<file path="config.mk">
export PLATFORM = sky130hd
export DESIGN_NAME = ghc_front
export DESIGN_NICKNAME = d
export VERILOG_FILES = /design/src/hw/rtl/ghc_pkg.sv /design/src/hw/rtl/ghc_front.sv
export SDC_FILE = /design/constraint.sdc
export NUM_CORES = 1
export LEC_CHECK = 0
export BUFFER_PORTS_ARGS = -buffer_cell sky130_fd_sc_hd__buf_2
export CAP_MARGIN = 20
export CORE_MARGIN = 8
export CORE_UTILIZATION = 31
export DETAILED_ROUTE_END_ITERATION = 12
export RECOVER_POWER = 100
export SLEW_MARGIN = 0
export SYNTH_ARGS = -nofsm -noshare
export SYNTH_HDL_FRONTEND = slang
export SYNTH_SLANG_ARGS = --single-unit
</file>
<file path="constraint.sdc">
create_clock -name i_clk -period 6.9 [get_ports i_clk]
set_input_delay 1.035 -clock i_clk [delete_from_list [all_inputs] [get_ports i_clk]]
set_output_delay 1.035 -clock i_clk [all_outputs]
set_load 0.02 [all_outputs]
</file>
<file path="src/hw/rtl/ghc_pkg.sv">
// ghc_pkg: shared types and constants of the geneve header checker
// used by every module of the block and by its checker; no dependencies
`default_nettype none

package ghc_pkg;

    // width of the packet length counter (valid range 9 to 32)
    localparam int LENGTH_BITS = 16;
    localparam int CMP_W       = (LENGTH_BITS > 10) ? LENGTH_BITS : 10;
    localparam int EXT_W       = (LENGTH_BITS > 16) ? LENGTH_BITS : 16;

    localparam int FIFO_DEPTH  = 4;
    localparam int FIFO_AW     = $clog2(FIFO_DEPTH);

    localparam logic [8:0] HDR_MIN         = 9'd8;
    localparam logic [7:0] OPT_TOTAL_MASK  = 8'h3F;
    localparam logic [7:0] OPT_SINGLE_MASK = 8'h1F;

    localparam logic [2:0] VERDICT_OK       = 3'd0;
    localparam logic [2:0] VERDICT_DISABLED = 3'd1;
    localparam logic [2:0] VERDICT_TRUNC    = 3'd2;
    localparam logic [2:0] VERDICT_VERSION  = 3'd3;
    localparam logic [2:0] VERDICT_RESERVED = 3'd4;
    localparam logic [2:0] VERDICT_OPTLEN   = 3'd5;

    localparam logic [1:0] KIND_NONE = 2'd0;
    localparam logic [1:0] KIND_IPV4 = 2'd1;
    localparam logic [1:0] KIND_IPV6 = 2'd2;
    localparam logic [1:0] KIND_ETH  = 2'd3;

    localparam logic [15:0] ETYPE_IPV4 = 16'h0800;
    localparam logic [15:0] ETYPE_IPV6 = 16'h86DD;
    localparam logic [15:0] ETYPE_ETH  = 16'h6558;
    localparam logic [15:0] ETYPE_ARP  = 16'h0806;

    localparam logic [2:0] REG_DECODER_ENABLED = 3'd0;

    typedef struct packed {
        logic [7:0] data_byte;
        logic       last_byte;
    } t_in_item;

    typedef struct packed {
        logic [2:0]  verdict;
        logic [1:0]  inner_kind;
        logic        unknown_ethertype;
        logic [8:0]  inner_offset;
        logic [15:0] inner_length;
    } t_out_item;

    // per-packet summary handed from the front to the back
    typedef struct packed {
        logic                   enabled;
        logic [LENGTH_BITS-1:0] len;
        logic [7:0]             ver_optlen;
        logic [7:0]             flags;
        logic [15:0]            ether_type;
        logic [7:0]             rsvd;
        logic [8:0]             next_opt;
    } t_pkt_sum;

    function automatic logic [8:0] hdr_len(input logic [7:0] ver_optlen);
        return HDR_MIN + {1'b0, ver_optlen[5:0], 2'b00};
    endfunction

endpackage

`default_nettype wire

</file>
<file path="src/hw/rtl/ghc_front.sv">
// ghc_front: byte-serial header capture and option walk, one summary per packet
// depends on ghc_pkg
`default_nettype none

module ghc_front import ghc_pkg::*; (
    input  wire logic     i_clk,
    input  wire logic     i_rst_n,
    input  wire logic     i_valid,
    input  wire t_in_item i_data,
    input  wire logic     i_enabled,
    input  wire logic     i_full,
    output logic          o_stall,
    output logic          o_push,
    output t_pkt_sum      o_sum
);

    localparam logic [LENGTH_BITS-1:0] CNT_MAX = '1;

    logic [LENGTH_BITS-1:0] r_pos, n_pos;
    logic [7:0]             r_vol, n_vol;
    logic [7:0]             r_flags, n_flags;
    logic [15:0]            r_etype, n_etype;
    logic [7:0]             r_rsvd, n_rsvd;
    logic [8:0]             r_nos, n_nos;

    logic       accept;
    logic [7:0] b;
    logic [8:0] hlen;
    logic       opt_hit;

    assign o_stall = i_full;
    assign accept  = i_valid && !i_full;
    assign b       = i_data.data_byte;

    always_comb begin
        n_vol   = (r_pos == LENGTH_BITS'(0)) ? b : r_vol;
        n_flags = (r_pos == LENGTH_BITS'(1)) ? b : r_flags;
        n_etype = r_etype;
        if (r_pos == LENGTH_BITS'(2)) begin
            n_etype[15:8] = b;
        end
        if (r_pos == LENGTH_BITS'(3)) begin
            n_etype[7:0] = b;
        end
        n_rsvd = (r_pos == LENGTH_BITS'(7)) ? b : r_rsvd;

        hlen = hdr_len(n_vol);
        // length byte of the current option sits three bytes into it
        opt_hit = (CMP_W'(r_pos) >= CMP_W'(HDR_MIN)) && (r_nos < hlen) &&
                  (CMP_W'(r_pos) == CMP_W'(r_nos) + CMP_W'(3));
        n_nos = opt_hit ? (r_nos + 9'd4 + {2'b00, b[4:0] & OPT_SINGLE_MASK[4:0], 2'b00})
                        : r_nos;
        n_pos = (r_pos == CNT_MAX) ? r_pos : r_pos + LENGTH_BITS'(1);
    end

    assign o_push           = accept && i_data.last_byte;
    assign o_sum.enabled    = i_enabled;
    assign o_sum.len        = n_pos;
    assign o_sum.ver_optlen = n_vol;
    assign o_sum.flags      = n_flags;
    assign o_sum.ether_type = n_etype;
    assign o_sum.rsvd       = n_rsvd;
    assign o_sum.next_opt   = n_nos;

    always_ff @(posedge i_clk) begin
        if (!i_rst_n || o_push) begin
            r_pos   <= '0;
            r_vol   <= '0;
            r_flags <= '0;
            r_etype <= '0;
            r_rsvd  <= '0;
            r_nos   <= HDR_MIN;
        end else if (accept) begin
            r_pos   <= n_pos;
            r_vol   <= n_vol;
            r_flags <= n_flags;
            r_etype <= n_etype;
            r_rsvd  <= n_rsvd;
            r_nos   <= n_nos;
        end
    end

endmodule

`default_nettype wire

</file>
* After elaboration in Yosys (flattened, before gate mapping)
Index checks and enable logic that the tools add are counted.
** Cells by class
- Reduce and logical (&&, ||, !) cells :: 8
- Eq/ne operators :: 6
- Magnitude comparators :: 2
- Mux-type cells :: 7
- Add/sub/neg operators :: 5
** Operators by type and width (number)
- 2-to-1 mux 8 bit :: 5
- == test 16 x 2 -> 1 bit, second input constant :: 2
- adder 16 x 1 -> 16 bit, second input constant :: 1
- == test 16 x 1 -> 1 bit, second input constant :: 1
- == test 16 x 10 -> 1 bit :: 1
- == test 16 bit, second input constant :: 1
- == test 16 x 3 -> 1 bit, second input constant :: 1
- greater-or-equal comparator 16 x 4 -> 1 bit, second input constant :: 1
- zero test 16 bit :: 1
- 2-to-1 mux 16 bit :: 1
- adder 9 x 2 -> 10 bit, second input constant :: 1
- adder 4 x 8 -> 9 bit, first input constant :: 1
- adder 9 x 3 -> 9 bit, second input constant :: 1
- adder 9 x 7 -> 9 bit :: 1
- < comparator 9 bit :: 1
- 2-to-1 mux 9 bit :: 1
- logical AND 1 bit :: 4
- zero test 1 bit :: 2
- logical OR 1 bit :: 1
** Storage, ports and cells
- Output and inout bits :: 68
- Input bits :: 14
- Flip-flop bits (word level) :: 65
- Logic and storage cells :: 34

* Longest topological paths before layout
Gate-level depths: netlist of the first run.
- Word-level depth :: 7
- Mapped depth :: 16
- Depth with buffers taken out :: 15

* Worst setup path before layout of the first run
Ideal clock, no wire load.
- Kind :: register to output
- Start point :: reg r_pos[0]
- End point :: out o_sum[2] (netlist bit)
- Stages on the path, launching flop included :: 16
- Arrival :: 3.803 ns
- Setup slack :: 2.062 ns
- Path buffers :: 1
- Required time :: 5.865 ns
- Cell sequence :: dfxtp_1 inv_1 ha_1 nor4b_1 nand4_1 buf_2 mux2_2 ha_1 nand3_1 xnor2_1 ha_1 and4_1 a2111oi_4 nand3_4 nor2_2 mux2i_1
** RTL lines
- start, declared :: RTL line ghc_front.sv:19 : logic [LENGTH_BITS-1:0] r_pos, n_pos;
- start signal, assigned :: RTL line ghc_front.sv:74 : r_pos <= n_pos;
- end, declared :: RTL line ghc_front.sv:14 : output t_pkt_sum o_sum

==> summary.json, run 1 <==
{
  "worstMarginPinSlew_ps": 1410,
  "num_io_pins": 82,
  "gpl.final_weighted_congestion": 0.800,
  "synth.most_common_cell": "sky130_fd_sc_hd__nand2_1",
  "wire_length_of_the_first_global_routing_pass_mm": 19.1,
  "worst_clock_skew_ps": 6.94,
  "nature_of_the_critical_path_startpoint": "flop",
  "sequentialPowerShare_pct": 36.9,
  "clk_root_buffer_cell": "sky130_fd_sc_hd__clkbuf_16",
  "hold_path.class": "reg2reg",
  "power.total_w": 0.00101,
  "preCtsSetupSlack_ps": 1530,
  "maximum_number_of_pins_on_one_net_before_global_route_repair": 43,
  "timing.final.crit_period_ps": 6110,
  "run_status": "complete, no violations",
  "report.final.slew_viol_count": 0,
  "netSwitchingPower_w": 0.000251,
  "globalRouteOverflowTotal": 0,
  "intPower_w": 0.000757,
  "postLayoutCellArea_um2": 4750,
  "timing.setup.tns_ps": 0,
  "std_cell_rows": 42,
  "worst_setup_path_end_kind": "primary output",
  "max_clock_freq_mhz": 164,
  "setup_violations": 0,
  "antenna_found_initial": 0,
  "static-leakage-power_nw": 1.80,
  "worst-path-max-fanout": 13,
  "cts-resized-gates": 0,
  "synth_sequential_area_ratio_pct": 30.7,
  "hpwlAfterDp_mm": 8.49,
  "vias_in_the_first_global_route": 3639,
  "post_route_cells_drive_above_1_share_pct": 13.5,
  "core_region_um2": 13100,
  "worstPathRequired_ps": 5860,
  "fp.dieH_um": 131,
  "pwr-share-clk_pct": 52.2,
  "routed_wl_mm": 11.6,
  "hold_viol_final": 0,
  "path_clk_slew_ps": 50,
  "combPwrFrac_pct": 10.9,
  "netlist_top_cells_count": "sky130_fd_sc_hd__nand2_1, sky130_fd_sc_hd__dfxtp_1, sky130_fd_sc_hd__nor2_1",
  "num_vias": 3581,
  "dieWidth_um": 131,
  "ys_top_cells_by_area": "sky130_fd_sc_hd__dfxtp_1, sky130_fd_sc_hd__mux2_2, sky130_fd_sc_hd__nand2_1",
  "antenna_cells": 0,
  "synth_top_area_share_pct": 30.7,
  "floorplan.initialDensity_pct": 31.4,
  "post_cts_buffers": 0,
  "worst-endpoint-arrival_ps": 5080,
  "final_antenna_net_count": 0,
  "power_density_nw_per_um2": 212,
  "finalCoreUtilization_pct": 36.3,
  "switching_part_of_the_total_pct": 24.9,
  "synthDistinctLibCells": 57,
  "postSynthAreaPerCell_um2": 8.36,
  "clk-insertion-delay-late_ps": 330,
  "synth_enable_flop_cells": 0,
  "detailedRoute.firstPassIterationCount": 5,
  "syn-cell-area_um2": 4110,
  "post_synth_inst_count": 492,
  "critical_path_class": "reg2out",
  "detail_route.wl_per_cell_um": 16.0,
  "first_iter_violations": 231,
  "cts_buffers": 9,
  "synth-seq-cells": 63,
  "post_drt_via_cell_ratio": 4.95,
  "detailed_place.area_um2": 4560,
  "cts_tree": "done",
  "detail_route.drc_violations": 0,
  "maxSlewHeadroom_pct": 5.56,
  "vdd.ir_drop.worst_v": 0.000147,
  "clock_sink_count": 63,
  "cts_htree_levels": 3,
  "max_cap_viol_count": 0,
  "rsz0062_at_grt": "no",
  "yosys_warnings": 0,
  "number_of_buffers_on_the_longest_clock_path": 2,
  "asyncSetResetFlopFracSynth_pct": 0,
  "period_utilisation_layout_pct": 88.6,
  "holdBufCountCts": 0,
  "yosysTopAreaCell": "sky130_fd_sc_hd__dfxtp_1",
  "area_growth_syn_to_layout_pct": 15.6,
  "finalWorstSetupSlack_ps": 788,
  "die_area_um2": 17200,
  "fin_nets": 579,
  "groute.usage.overall_pct": 13.6,
  "synthFlopType": "sky130_fd_sc_hd__dfxtp_1",
  "port_buffers": 77
}
==> final cells by class <==
| cell class | count | area (um^2) |
|---|---|---|
| Clock buffer | 9 | 225 |
| Clock inverter | 7 | 120 |
| Fill cell | 1386 | 8330 |
| Inverter | 10 | 37.5 |
| Multi-Input combinational cell | 380 | 2560 |
| Sequential cell | 63 | 1260 |
| Tap cell | 176 | 220 |
| Timing Repair Buffer | 79 | 333 |
==> path summary, 6_finish.rpt <==
check | cells after the start | to | from | slack (ps)
worst max-delay path | 15 | o_sum[3] | r_pos[0] | 790
worst min-delay path | 2 | r_etype[0] | r_etype[0] | 450
worst max register to register | 14 | r_nos[6] | r_pos[0] | 2360
worst min register to register | 2 | r_etype[0] | r_etype[0] | 450
==> flip-flops by register name, indices dropped and copies added, names as in the netlist <==
register and count:
r_vol 8, r_pos 16, r_flags 8, r_etype 16
r_rsvd 8, r_nos 7
==> per-layer routing <==
metal / GRT usage (%) / share of wire [%]
met1: 16.7 / 46
met2: 22.1 / 47
met3: 4.19 / 5.7
met4: 4.07 / 1.0
met5: 0 / 0
==> power by group through the flow <==
| stage | clock (W) | combinational, W | sequential, W |
|---|---|---|---|
| 2_1_floorplan | 0 | 0.0000830 | 0.000379 |
| 3_3_place_gp | 0 | 0.000112 | 0.000379 |
| 3_5_place_dp | 0 | 0.000115 | 0.000380 |
| 4_1_cts | 0.000538 | 0.000116 | 0.000371 |
| 5_1_grt | 0.000558 | 0.000121 | 0.000372 |
| 6_report | 0.000526 | 0.000110 | 0.000372 |
==> layout by cell type, fill, tap and decap left out, types with 6 or more instances in the layout <==
| cell | n |
|---|---|
| sky130_fd_sc_hd__nand2_1 | 84 |
| sky130_fd_sc_hd__dfxtp_1 | 63 |
| sky130_fd_sc_hd__clkbuf_1 | 62 |
| sky130_fd_sc_hd__nor2_1 | 44 |
| sky130_fd_sc_hd__mux2_2 | 34 |
| sky130_fd_sc_hd__a21oi_1 | 34 |
| sky130_fd_sc_hd__xnor2_1 | 26 |
| sky130_fd_sc_hd__ha_1 | 21 |
| sky130_fd_sc_hd__nor3_1 | 17 |
| sky130_fd_sc_hd__buf_2 | 16 |
| sky130_fd_sc_hd__nand3_1 | 15 |
| sky130_fd_sc_hd__mux2i_1 | 15 |
| sky130_fd_sc_hd__mux2_1 | 11 |
| sky130_fd_sc_hd__inv_1 | 10 |
| sky130_fd_sc_hd__clkbuf_16 | 9 |
| sky130_fd_sc_hd__xor2_1 | 8 |
| sky130_fd_sc_hd__nand4_1 | 7 |
| sky130_fd_sc_hd__nand2b_1 | 6 |
| sky130_fd_sc_hd__o21ai_0 | 6 |
==> cell families (layout without fill, tap and decap cells) <==
group / count (synthesis) / after routing / share of synthesized area (%)
fa+ha+maj: 23 / 23 / 7.12
xor+xnor: 34 / 34 / 7.24
other cells: 1 / 2 / 0.0912
simple gates: 200 / 200 / 23.9
buf+inv: 50 / 105 / 5.72
compound gates: 61 / 61 / 9.31
mux: 60 / 60 / 16.0
flops: 63 / 63 / 30.7
==> critical path, cell delays in order, from the launching register on <==
cell,delay (ps)
sky130_fd_sc_hd__dfxtp_1,370
sky130_fd_sc_hd__inv_1,140
sky130_fd_sc_hd__ha_1,160
sky130_fd_sc_hd__nor4b_1,240
sky130_fd_sc_hd__nand4_1,580
sky130_fd_sc_hd__mux2_1,580
sky130_fd_sc_hd__ha_1,240
sky130_fd_sc_hd__nand3_1,90
sky130_fd_sc_hd__xnor2_1,120
sky130_fd_sc_hd__ha_1,270
sky130_fd_sc_hd__and4_1,240
sky130_fd_sc_hd__a2111oi_0,430
sky130_fd_sc_hd__nand3_1,330
sky130_fd_sc_hd__nor2_2,380
sky130_fd_sc_hd__mux2_1,380
sky130_fd_sc_hd__clkbuf_1,190
==> through the flow <==
step	hold WS, ps	instances
2_1_floorplan	433	493
3_3_place_gp	440	707
3_5_place_dp	447	708
4_1_cts	455	724
5_1_grt	472	724
6_report	451	724
Power figures use the tool's default switching activity.
==> inputs of run 2 (changes only) <==
==> constraint.sdc (replaced) <==
create_clock -name i_clk -period 6.1 [get_ports i_clk]
set_input_delay 0.915 -clock i_clk [delete_from_list [all_inputs] [get_ports i_clk]]
set_output_delay 0.915 -clock i_clk [all_outputs]
set_load 0.02 [all_outputs]
==> run 2 against run 1 <==
Global-route usage is essentially flat. Clock power grew 13%. Final cell count is the same. Largest cell class unchanged. Critical path depth unchanged. Power rose by 13%. Highest routed layer unchanged. Sequential share of layout area fell by 0.21 points.
==> summary.json, run 2 (same netlist as run 1, synthesis figures left out) <==
{
  "post_drt_via_cell_ratio": 4.93,
  "core_region_um2": 13100,
  "fin_nets": 579,
  "detail_route.drc_violations": 0,
  "postLayoutCellArea_um2": 4790,
  "power.total_w": 0.00114,
  "mostFrequentLayoutCells": "sky130_fd_sc_hd__nand2_1, sky130_fd_sc_hd__dfxtp_1, sky130_fd_sc_hd__clkbuf_1",
  "static-leakage-power_nw": 1.84,
  "worstPathRequired_ps": 5180,
  "period_utilisation_layout_pct": 93.6,
  "report.final.slew_viol_count": 0,
  "max_cap_viol_count": 0,
  "cts_htree_levels": 3,
  "detailed_place.area_um2": 4560,
  "maximum_number_of_pins_on_one_net_before_global_route_repair": 31,
  "dieWidth_um": 131,
  "path_clk_slew_ps": 60,
  "num_io_pins": 82,
  "rsz0062_at_grt": "no",
  "vdd.ir_drop.worst_v": 0.000110,
  "hpwlAfterDp_mm": 8.56,
  "vias_in_the_first_global_route": 3595,
  "r2r_slack_ps": 1810,
  "cts-resized-gates": 0,
  "setup_violations": 0,
  "cts_buffers": 9,
  "critical_path.top_delay_family": "simple AND/OR/NAND/NOR gates",
  "max_clock_freq_mhz": 175,
  "cts_tree": "done",
  "fp.dieH_um": 131,
  "path_buf_inv": 2,
  "layout_commonest_cell": "sky130_fd_sc_hd__nand2_1",
  "die_area_um2": 17200,
  "holdBufCountCts": 0,
  "power_density_nw_per_um2": 237,
  "number_of_buffers_on_the_longest_clock_path": 2,
  "cpMaxStageDelayCell": "sky130_fd_sc_hd__nand4_1",
  "floorplan.initialDensity_pct": 31.4,
  "worst_setup_path_end_kind": "primary output",
  "hold_viol_final": 0,
  "maxSlewHeadroom_pct": 6.61,
  "clk-insertion-delay-late_ps": 330,
  "gpl.final_weighted_congestion": 0.809,
  "clk_root_buffer_cell": "sky130_fd_sc_hd__clkbuf_16",
  "area_growth_syn_to_layout_pct": 16.5,
  "hold_slack_ps": 454,
  "clock_sink_count": 63,
  "crit_chain": "inv_1 > ha_1 > nor4b_1 > nand4_1 > mux2_2 > ha_1 > nand3_1 > xnor2_1 > ha_1 > and4_1 > a2111oi_4 > nand3_4 > nor2_2 > mux2_1 > clkbuf_2",
  "regs_by_ff_count": "r_etype x16, r_pos x16",
  "final_antenna_net_count": 0,
  "detail_route.wl_per_cell_um": 16.1,
  "hold_path.class": "reg2reg",
  "port_buffers": 77,
  "groute.usage.overall_pct": 13.6,
  "worst-endpoint-arrival_ps": 4800,
  "worst_clock_skew_ps": 8.39,
  "antenna_cells": 0,
  "globalRouteOverflowTotal": 0,
  "nature_of_the_critical_path_startpoint": "flop",
  "worst-path-max-fanout": 13,
  "critical_path_class": "reg2out",
  "wire_length_of_the_first_global_routing_pass_mm": 19.0,
  "detailedRoute.firstPassIterationCount": 4,
  "place_inst": 708,
  "post_route_cells_drive_above_1_share_pct": 16.1,
  "antenna_found_initial": 0,
  "count_of_placed_standard_cells_in_the_final_layout_fillers_left_out": 724,
  "post_cts_buffers": 0,
  "num_vias": 3570,
  "timing.setup.tns_ps": 0,
  "timing.final.crit_period_ps": 5710,
  "critPathMaxStageDelay_ps": 600,
  "std_cell_rows": 42,
  "routed_wl_mm": 11.6,
  "worst_path_most_repeated_cell": "sky130_fd_sc_hd__ha_1",
  "first_iter_violations": 232,
  "run_status": "complete, no violations",
  "worstMarginPinSlew_ps": 1400
}
==> run 2: layer usage <==
metal  global-route usage (%)  vias up  part of all wire [%]
li1                         -     1786                     -
met2                     20.9       96                    45
met4                     7.23        0                   2.5
met3                     4.08       21                   7.0
met5                        0        -                     0
met1                     16.7     1667                    45
==> run 2: path summary, 6_finish.rpt <==
kind | cells past startpoint | to | start
worst min-delay path | 2 | r_flags[1] | r_flags[1]
worst min register to register | 2 | r_flags[1] | r_flags[1]
worst max register to register | 14 | r_nos[6] | r_pos[0]
worst max-delay path | 15 | o_sum[7] | r_pos[0]
==> run 2: tightest hold or removal path: cells and delay by family, from the launching register on <==
family / cells / cell delay [ps]
flip-flops: 1 / 310
AO/OA/AOI/OAI: 1 / 50
AND/OR/NAND/NOR: 1 / 50
==> run 2: area by class of cell <==
cell class | instances | area (um^2)
Clock buffer | 10 | 229
Clock inverter | 6 | 109
Fill cell | 1375 | 8290
Inverter | 10 | 37.5
Multi-Input combinational cell | 380 | 2600
Sequential cell | 63 | 1260
Tap cell | 176 | 220
Timing Repair Buffer | 79 | 333
==> run 2: per-stage QoR <==
stage / utilization, % / setup WS (ps)
2_1_floorplan: - / 1380
3_3_place_gp: 34.7 / 897
3_5_place_dp: 34.8 / 801
4_1_cts: 37.4 / 396
5_1_grt: 36.6 / 67.4
6_report: 36.6 / 387
==> run 2: where the power goes <==
| part | total (W) | internal [W] | leakage (nW) | switching [W] |
|---|---|---|---|---|
| registers | 0.000420 | 0.000417 | 0.509 | 0.00000389 |
| clock network | 0.000592 | 0.000398 | 0.166 | 0.000193 |
| logic | 0.000124 | 0.0000400 | 1.16 | 0.0000844 |
| total | 0.00114 | 0.000855 | 1.84 | 0.000282 |
